[config.mk]
export PLATFORM = sky130hd
export DESIGN_NAME = set_mean_stddev_outliers
export DESIGN_NICKNAME = d
export VERILOG_FILES = /design/src/hdl/smso_pkg.sv /design/src/hdl/smso_front.sv /design/src/hdl/smso_back.sv /design/src/hdl/set_mean_stddev_outliers.sv
export SDC_FILE = /design/constraint.sdc
export NUM_CORES = 2
export LEC_CHECK = 0
export BUFFER_PORTS_ARGS = -buffer_cell sky130_fd_sc_hd__buf_2
export CAP_MARGIN = 25
export CORE_ASPECT_RATIO = 1.2
export CORE_MARGIN = 2
export CORE_UTILIZATION = 55
export CTS_CLUSTER_DIAMETER = 30
export CTS_CLUSTER_SIZE = 16
export DETAILED_ROUTE_END_ITERATION = 8
export PLACE_DENSITY_LB_ADDON = 0.1
export SLEW_MARGIN = 20
export SYNTH_ARGS = -nofsm -noshare
export SYNTH_HDL_FRONTEND = slang
export SYNTH_SLANG_ARGS = --single-unit
[constraint.sdc]
create_clock -name clk_i -period 6.8 [get_ports clk_i]
set_input_delay 1.02 -clock clk_i [delete_from_list [all_inputs] [get_ports clk_i]]
set_output_delay 1.02 -clock clk_i [all_outputs]
set_load 0.005 [all_outputs]
[src/hdl/smso_pkg.sv]
package smso_pkg;
  localparam int unsigned Capacity = 16;
  localparam int unsigned IdxW = $clog2(Capacity);
  localparam int unsigned CntW = $clog2(Capacity + 1);
  localparam int unsigned SumW = $clog2(Capacity * 255 + 1);
  localparam int unsigned SqW = $clog2(Capacity * 65025 + 1);
  localparam int unsigned QDepth = 2;

  // Item passed from the front to the back
  typedef struct packed {
    logic [7:0] grade;
    logic       final_item;
  } item_t;
endpackage

[src/hdl/smso_front.sv]
module smso_front (
  input  logic            clk_i,
  input  logic            rst_ni,
  input  logic            in_valid_i,
  output logic            in_ready_o,
  input  logic [7:0]      grade_i,
  input  logic            final_item_i,
  output smso_pkg::item_t item_o,
  output logic            item_valid_o,
  input  logic            item_ready_i
);
  import smso_pkg::*;

  item_t             mem_q [QDepth];
  logic              wp_q, rp_q;
  logic [1:0]        cnt_q;
  logic              push, pop;

  assign in_ready_o   = (cnt_q != 2'(QDepth));
  assign item_valid_o = (cnt_q != 2'd0);
  assign push = in_valid_i && in_ready_o;
  assign pop  = item_valid_o && item_ready_i;
  assign item_o = mem_q[rp_q];

  // Write the queue payload
  always_ff @(posedge clk_i) begin
    if (push) mem_q[wp_q] <= '{grade: grade_i, final_item: final_item_i};
  end

  // Advance pointers and fill count
  always_ff @(posedge clk_i or negedge rst_ni) begin
    if (!rst_ni) begin
      wp_q <= 1'b0; rp_q <= 1'b0; cnt_q <= 2'd0;
    end else begin
      if (push) wp_q <= ~wp_q;
      if (pop) rp_q <= ~rp_q;
      cnt_q <= cnt_q + {1'b0, push} - {1'b0, pop};
    end
  end
endmodule

[src/hdl/smso_back.sv]
module smso_back (
  input  logic            clk_i,
  input  logic            rst_ni,
  input  smso_pkg::item_t item_i,
  input  logic            item_valid_i,
  output logic            item_ready_o,
  output logic            out_valid_o,
  input  logic            out_ready_i,
  output logic [4:0]      set_count_o,
  output logic [15:0]     mean_q8_o,
  output logic [14:0]     deviation_q8_o,
  output logic [7:0]      smallest_o,
  output logic [7:0]      largest_o,
  output logic [7:0]      outlier_value_o,
  output logic            outlier_present_o,
  output logic            final_result_o
);
  import smso_pkg::*;

  typedef enum logic [6:0] {
    SLoad = 7'b0000001, SSq = 7'b0000010, SPrep = 7'b0000100, SDiv = 7'b0001000,
    SSqrt = 7'b0010000, SScan = 7'b0100000, SOut = 7'b1000000
  } state_e;

  localparam int unsigned NumW = SqW + CntW + 1;      // n*sumsq
  localparam int unsigned DivW = NumW + 16;           // dividend width
  localparam int unsigned DenW = 2 * CntW;

  state_e           state_q;
  logic [7:0]       store_q [Capacity];
  logic [CntW-1:0]  count_q, idx_q;
  logic [SumW-1:0]  sum_q;
  logic [7:0]       min_q, max_q;
  logic [SqW-1:0]   sq_q;
  logic [7:0]       rd_q;
  logic             rd_ok_q;
  logic [DivW-1:0]  quo_q;   // dividend shifts out, quotient shifts in
  logic [DenW:0]    rem_q;
  logic [DenW-1:0]  den_q;
  logic [1:0]       phase_q;  // 0 mean division, 1 variance division
  logic [6:0]       step_q;
  logic [15:0]      mean_q;
  logic [31:0]      rad_q;
  logic [16:0]      root_q;
  logic [31:0]      srem_q;
  logic [8:0]       hi_q;
  logic [15:0]      lo_q;
  logic             lo_ok_q, any_q;
  logic [7:0]       pv_q;     // latest outlier, held until the next one or the end
  logic [7:0]       ov_q;
  logic             op_q, ovalid_q, fin_q;
  logic [4:0]       ocnt_q;
  logic [15:0]      omean_q;
  logic [14:0]      odev_q;
  logic [7:0]       omin_q, omax_q;

  logic [DenW:0]    trial;
  logic [31:0]      st;
  logic             cap_ok;
  logic             is_out;
  logic             rd_en;

  assign item_ready_o = (state_q == SLoad);
  assign cap_ok = (count_q != CntW'(Capacity));
  assign trial = {rem_q[DenW-1:0], quo_q[DivW-1]};
  assign st = {srem_q[29:0], rad_q[31:30]};
  assign is_out = ({1'b0, rd_q} > hi_q) || (lo_ok_q && (rd_q < lo_q[15:8]));
  assign rd_en = (state_q != SScan) || !ovalid_q || out_ready_i;

  // Write the value store; advance the read data only when the scan moves
  always_ff @(posedge clk_i) begin
    if (item_ready_o && item_valid_i && cap_ok) store_q[count_q[IdxW-1:0]] <= item_i.grade;
    if (rd_en) rd_q <= store_q[idx_q[IdxW-1:0]];
  end

  // Sequence load, statistics and outlier scan
  always_ff @(posedge clk_i or negedge rst_ni) begin
    if (!rst_ni) begin
      state_q <= SLoad; count_q <= '0; sum_q <= '0; min_q <= 8'd255; max_q <= '0;
      idx_q <= '0; sq_q <= '0; rd_ok_q <= 1'b0; quo_q <= '0; rem_q <= '0; den_q <= '0;
      phase_q <= '0; step_q <= '0; mean_q <= '0; rad_q <= '0; root_q <= '0; srem_q <= '0;
      hi_q <= '0; lo_q <= '0; lo_ok_q <= 1'b0; any_q <= 1'b0; pv_q <= '0;
      ov_q <= '0; op_q <= 1'b0; ovalid_q <= 1'b0; fin_q <= 1'b0;
      ocnt_q <= '0; omean_q <= '0; odev_q <= '0; omin_q <= '0; omax_q <= '0;
    end else begin
      if (ovalid_q && out_ready_i) ovalid_q <= 1'b0;
      case (state_q)
        SLoad: if (item_valid_i) begin
          if (cap_ok) begin
            count_q <= count_q + 1'b1;
            sum_q <= sum_q + SumW'(item_i.grade);
            if (item_i.grade < min_q) min_q <= item_i.grade;
            if (item_i.grade > max_q) max_q <= item_i.grade;
          end
          if (item_i.final_item) begin
            state_q <= SSq; idx_q <= '0; sq_q <= '0; rd_ok_q <= 1'b0;
          end
        end
        // Accumulate squares, one stored value a cycle
        SSq: begin
          if (rd_ok_q) sq_q <= sq_q + SqW'(rd_q) * SqW'(rd_q);
          rd_ok_q <= (idx_q < count_q);
          if (idx_q < count_q) idx_q <= idx_q + 1'b1;
          else if (!rd_ok_q) state_q <= SPrep;
        end
        // Load the mean division
        SPrep: begin
          quo_q <= DivW'({sum_q, 8'd0}); rem_q <= '0;
          den_q <= DenW'(count_q); phase_q <= 2'd0; step_q <= '0;
          state_q <= SDiv;
        end
        // Restoring division, one quotient bit a cycle
        SDiv: begin
          if (trial >= {1'b0, den_q}) begin
            rem_q <= trial - {1'b0, den_q};
            quo_q <= {quo_q[DivW-2:0], 1'b1};
          end else begin
            rem_q <= trial;
            quo_q <= {quo_q[DivW-2:0], 1'b0};
          end
          step_q <= step_q + 1'b1;
          if (step_q == 7'(DivW - 1)) begin
            step_q <= '0; rem_q <= '0;
            if (phase_q == 2'd0) begin
              mean_q <= 16'({quo_q[DivW-2:0], trial >= {1'b0, den_q}});
              quo_q <= DivW'({NumW'(count_q) * NumW'(sq_q) - NumW'(sum_q) * NumW'(sum_q),
                              16'd0});
              den_q <= DenW'(count_q) * DenW'(count_q);
              phase_q <= 2'd1;
            end else begin
              rad_q <= 32'({quo_q[DivW-2:0], trial >= {1'b0, den_q}});
              root_q <= '0; srem_q <= '0;
              state_q <= SSqrt;
            end
          end
        end
        // Digit-by-digit square root, one result bit a cycle
        SSqrt: begin
          rad_q <= {rad_q[29:0], 2'b00};
          if (st >= {13'd0, root_q[16:0], 2'b01}) begin
            srem_q <= st - {13'd0, root_q[16:0], 2'b01};
            root_q <= {root_q[15:0], 1'b1};
          end else begin
            srem_q <= st;
            root_q <= {root_q[15:0], 1'b0};
          end
          step_q <= step_q + 1'b1;
          if (step_q == 7'd15) state_q <= SScan;
        end
        // Form the limits, then test stored values in order and emit outliers
        SScan: if (!ovalid_q || out_ready_i) begin
          if (step_q == 7'd16) begin
            hi_q <= 9'((17'(mean_q) + 17'(root_q[15:0])) >> 8);
            lo_q <= mean_q - root_q[15:0];
            lo_ok_q <= (mean_q >= root_q[15:0]);
            ocnt_q <= 5'(count_q); omean_q <= mean_q; odev_q <= root_q[14:0];
            omin_q <= min_q; omax_q <= max_q;
            step_q <= 7'd17; idx_q <= '0; rd_ok_q <= 1'b0; any_q <= 1'b0;
          end else begin
            if (rd_ok_q && is_out) begin
              if (any_q) begin
                ov_q <= pv_q; op_q <= 1'b1; fin_q <= 1'b0; ovalid_q <= 1'b1;
              end
              pv_q <= rd_q; any_q <= 1'b1;
            end
            rd_ok_q <= (idx_q < count_q);
            if (idx_q < count_q) idx_q <= idx_q + 1'b1;
            else state_q <= SOut;
          end
        end
        // Close the run: emit the held outlier or the empty result as the last beat
        SOut: if (!ovalid_q || out_ready_i) begin
          ov_q <= any_q ? pv_q : 8'd0; op_q <= any_q; fin_q <= 1'b1; ovalid_q <= 1'b1;
          count_q <= '0; sum_q <= '0; min_q <= 8'd255; max_q <= '0;
          state_q <= SLoad; step_q <= '0;
        end
        default: state_q <= SLoad;
      endcase
    end
  end

  assign out_valid_o      = ovalid_q;
  assign set_count_o      = ocnt_q;
  assign mean_q8_o        = omean_q;
  assign deviation_q8_o   = odev_q;
  assign smallest_o       = omin_q;
  assign largest_o        = omax_q;
  assign outlier_value_o  = ov_q;
  assign outlier_present_o = op_q;
  assign final_result_o   = fin_q;
endmodule

[src/hdl/set_mean_stddev_outliers.sv]
// Mean, population deviation and outlier finder for up to 16 unsigned 8-bit
// values. Each value is taken through a two-beat queue. The final item starts
// a pass that sums squares, runs two bit-serial divisions and a 16-step square
// root, then scans the store one entry a cycle while the output is not
// stalled, emitting one beat per outlier (or one empty beat), last beat marked;
// each outlier is held back one find so the last can be marked. The statistics
// on the output hold for every beat of a run.
module set_mean_stddev_outliers (
  input  logic        clk_i,
  input  logic        rst_ni,
  input  logic        in_valid_i,
  output logic        in_ready_o,
  input  logic [7:0]  grade_i,
  input  logic        final_item_i,
  output logic        out_valid_o,
  input  logic        out_ready_i,
  output logic [4:0]  set_count_o,
  output logic [15:0] mean_q8_o,
  output logic [14:0] deviation_q8_o,
  output logic [7:0]  smallest_o,
  output logic [7:0]  largest_o,
  output logic [7:0]  outlier_value_o,
  output logic        outlier_present_o,
  output logic        final_result_o
);
  import smso_pkg::*;

  item_t item;
  logic  item_valid, item_ready;

  smso_front u_front (
    .clk_i, .rst_ni, .in_valid_i, .in_ready_o, .grade_i, .final_item_i,
    .item_o(item), .item_valid_o(item_valid), .item_ready_i(item_ready)
  );

  smso_back u_back (
    .clk_i, .rst_ni, .item_i(item), .item_valid_i(item_valid), .item_ready_o(item_ready),
    .out_valid_o, .out_ready_i, .set_count_o, .mean_q8_o, .deviation_q8_o,
    .smallest_o, .largest_o, .outlier_value_o, .outlier_present_o, .final_result_o
  );
endmodule

==> results.py <==
metrics = {
    "final_layout": {
        "area_growth_pct": 14.9,
        "layout-drive-gt1-share_pct": 13.0,
        "layout.nets": 3682,
        "num_antenna_cells": 0,
    },
    "grt": {
        "met2_usage_pct": 49.1,
        "grt_max_degree": 130,
        "grt_pass1_vias": 24562,
        "grt_busiest_layer": "met2",
        "gr-total-overflow": 0,
        "grt_first_pass_wirelength_um": 135000,
        "use_met3_pct": 3.94,
        "track_usage_pct": 28.5,
        "use_met1_pct": 36.9,
        "grt_antenna_before_repair": 1,
    },
    "sta": {
        "rsz0062_at_grt": "false",
        "finalSetupTns_ns": 0,
        "min_period_ns": 6.31,
        "report.final.slew_viol_count": 0,
        "final_hold_viol_count": 0,
        "final.period_utilization_pct": 92.8,
        "skew_ns": 0.0593,
        "finalSetupViolations": 0,
        "worst_slew_margin_rel_pct": 34.3,
        "worstMarginPinSlew_ns": 0.986,
        "max_freq_mhz": 158,
    },
    "synthesis": {
        "synth_edf_count": 154,
        "ys_seq_elements": 479,
        "synthFlopType": "dfrtp_1",
        "synth_cells": 3092,
        "syn-num-nets": 3573,
        "synth_area_um2": 32600,
        "yosys.cell_types.count": 90,
        "synthArstFlopShare_pct": 67.8,
        "synth_seq_area_share_pct": 39.1,
        "ys_warn_count": 0,
        "syn_area_per_cell_um2": 10.5,
    },
    "setup_path": {
        "cp.arrival_ns": 6.87,
        "ff2ff_setup_slack_ns": 0.49,
        "cp.required_ns": 7.36,
        "end_kind": "flop",
        "startpoint": "u_back.sum_q[5]$_DFFE_PN0P_",
        "r2r_cells": 22,
        "crit_path_start_kind": "flop",
        "critPathKind": "flop to flop",
        "reg2reg_to": "u_back.quo_q[41]$_DFFE_PN0P_",
        "r2r-start": "u_back.sum_q[5]$_DFFE_PN0P_",
        "crit_fanout": 14,
    },
    "drt": {
        "initialDrtViolationCount": 1614,
        "drc": 0,
        "drt-pass1-iter-count": 5,
        "routed_wl_um": 84300,
        "wire_per_inst_um": 20.7,
        "viasPerCell": 5.72,
        "vias": 23319,
        "ant_nets": 0,
    },
    "outcome": {
        "status": "finished clean",
    },
    "floorplanning": {
        "start_util_pct": 55.8,
        "ioPinCount": 77,
        "std_cell_rows": 97,
        "die_h_um": 271,
        "die_area_um2": 61300,
        "core_um2": 58500,
        "chipWidth_um": 226,
    },
    "worst_hold_path": {
        "min_path_type": "input pin to asynchronous set/reset pin",
    },
    "clocking": {
        "postCtsHoldBufs": 0,
        "path_clk_slew_ns": 0.05,
        "cts_num_sinks": 479,
        "cts_tree": "yes",
        "postCtsSetupBuffers": 0,
        "cts_max_level": 3,
        "root_buffer": "clkbuf_16",
        "cts_buffer_depth": 3,
        "cts_resized": 0,
        "cts_made_buffers": 99,
        "insertion_delay_ns": 0.65,
    },
    "place": {
        "port_buffers": 76,
        "gp_congestion": 0.899,
        "hpwl_um": 62500,
    },
    "flow_run": {
        "maxCapViolCount": 0,
    },
}
critical path, cell delays in order (launching register included):
cell,delay [ns]
dfrtp_1,0.66
nand2_1,0.22
fa_1,0.58
inv_1,0.06
fa_1,0.53
inv_1,0.06
fa_1,0.50
inv_1,0.04
ha_1,0.27
inv_1,0.06
fa_1,0.53
inv_1,0.06
fa_1,0.53
inv_1,0.04
ha_1,0.33
o21a_1,0.19
o21ai_0,0.27
nor2_1,0.14
a221oi_2,0.37
o31ai_2,0.17
a21oi_1,0.17
mux2_2,0.35
nor3_1,0.12
cells in the mapped netlist, types with 13 or more instances:
cell type / count / share of area, %
o31ai_1: 13 / 0.30
and2_1: 68 / 1.3
a31oi_1: 14 / 0.27
buf_2: 13 / 0.20
clkbuf_1: 86 / 0.99
and3_1: 20 / 0.38
a21o_1: 41 / 0.94
a21oi_1: 105 / 1.6
o22ai_1: 19 / 0.36
xor2_1: 39 / 1.0
xnor2_1: 77 / 2.1
nand2b_1: 13 / 0.25
nand3_1: 28 / 0.43
ha_1: 244 / 9.4
mux2i_1: 51 / 1.6
dfrtp_1: 316 / 24
edfxtp_1: 154 / 14
a22o_1: 40 / 1.1
nand2_1: 385 / 4.4
inv_1: 439 / 5.1
nor2b_1: 17 / 0.33
a22oi_1: 15 / 0.35
nor2_1: 124 / 1.4
o21ai_0: 225 / 3.5
o21bai_1: 18 / 0.41
mux2_2: 48 / 1.7
nor3_1: 22 / 0.34
mux4_2: 40 / 2.8
fa_1: 224 / 14
flip-flops by register name, summed over array words and instances (netlist names), 9 cells and up:
register and cells:
u_back.rem_q 10, u_back.den_q 10, u_back.hi_q 9, u_back.sum_q 12, u_back.store_q 128, u_back.root_q 17
u_back.mean_q 16, u_front.mem_q 18, u_back.srem_q 30, u_back.mean_q8_o 16, u_back.sq_q 20, u_back.rad_q 32
u_back.quo_q 42, u_back.deviation_q8_o 15
area by class of cell:
class                           count  area, µm²
Timing Repair Buffer              123        768
Tap cell                          792        991
Clock buffer                      114       2580
Multi-Input combinational cell   2056      17700
Fill cell                        4630      21000
Sequential cell                   479      12800
Clock inverter                     70        976
Inverter                          442       1660
stage by stage:
| step | util (%) | cell area [µm²] | setup slack, ns | hold slack [ns] | cells |
|---|---|---|---|---|---|
| after floorplan | - | 32600 | 0.669 | 0.439 | 3092 |
| after global placement | 58.0 | 33900 | 0.551 | 0.455 | 3892 |
| after detailed placement | 58.0 | 33900 | 0.500 | 0.465 | 3892 |
| after CTS | 64.1 | 37500 | 0.507 | 0.408 | 4076 |
| after global routing | 64.1 | 37500 | 0.166 | 0.428 | 4076 |
| final | 64.1 | 37500 | 0.491 | 0.382 | 4076 |
cells by family after synthesis:
logic type | after synthesis | synth area share [%]
AO/OA/AOI/OAI | 589 | 11.5
XOR/XNOR | 116 | 3.11
adder cells (fa/ha/maj) | 468 | 23.1
buffers and inverters | 557 | 6.56
flip-flops | 479 | 39.1
multiplexers | 139 | 5.98
AND/OR/NAND/NOR | 744 | 10.6
placed cells by master, fill, tap and decap left out, types with 10 or more instances in the layout:
master / count
a21o_1: 41
a21oi_1: 105
a22o_1: 40
a22oi_1: 15
a31oi_1: 13
and2_1: 68
and3_1: 20
buf_2: 75
buf_4: 45
bufinv_16: 18
clkbuf_1: 10
clkbuf_16: 99
clkinv_2: 16
clkinvlp_4: 17
dfrtp_1: 314
edfxtp_1: 154
fa_1: 224
ha_1: 244
inv_1: 439
mux2_2: 48
mux2i_1: 51
mux4_2: 40
nand2_1: 384
nand2b_1: 13
nand3_1: 28
nand4_1: 12
nor2_1: 122
nor2b_1: 17
nor3_1: 22
o21a_1: 12
o21ai_0: 224
o21bai_1: 18
o22ai_1: 19
o31ai_1: 13
xnor2_1: 77
xor2_1: 39
how the worst max path moves through the flow:
stage                                               to  cells past startpoint
after global routing      u_back.quo_q[41]$_DFFE_PN0P_                     20
after floorplan           u_back.quo_q[41]$_DFFE_PN0P_                     21
after detailed placement  u_back.quo_q[41]$_DFFE_PN0P_                     22
after global placement    u_back.quo_q[41]$_DFFE_PN0P_                     22
final                     u_back.quo_q[41]$_DFFE_PN0P_                     22
after CTS                 u_back.quo_q[41]$_DFFE_PN0P_                     22
routing by layer:
metal  part of all wire (%)  routed length (µm)
met4                    3.2                2730
met2                     50               42400
met5                      0                   0
met1                     42               35400
met3                    4.5                3820
Power is left out: the tool's default activity adds up to more than one toggle a clock period on the data nets, which glitch-free logic cannot reach.
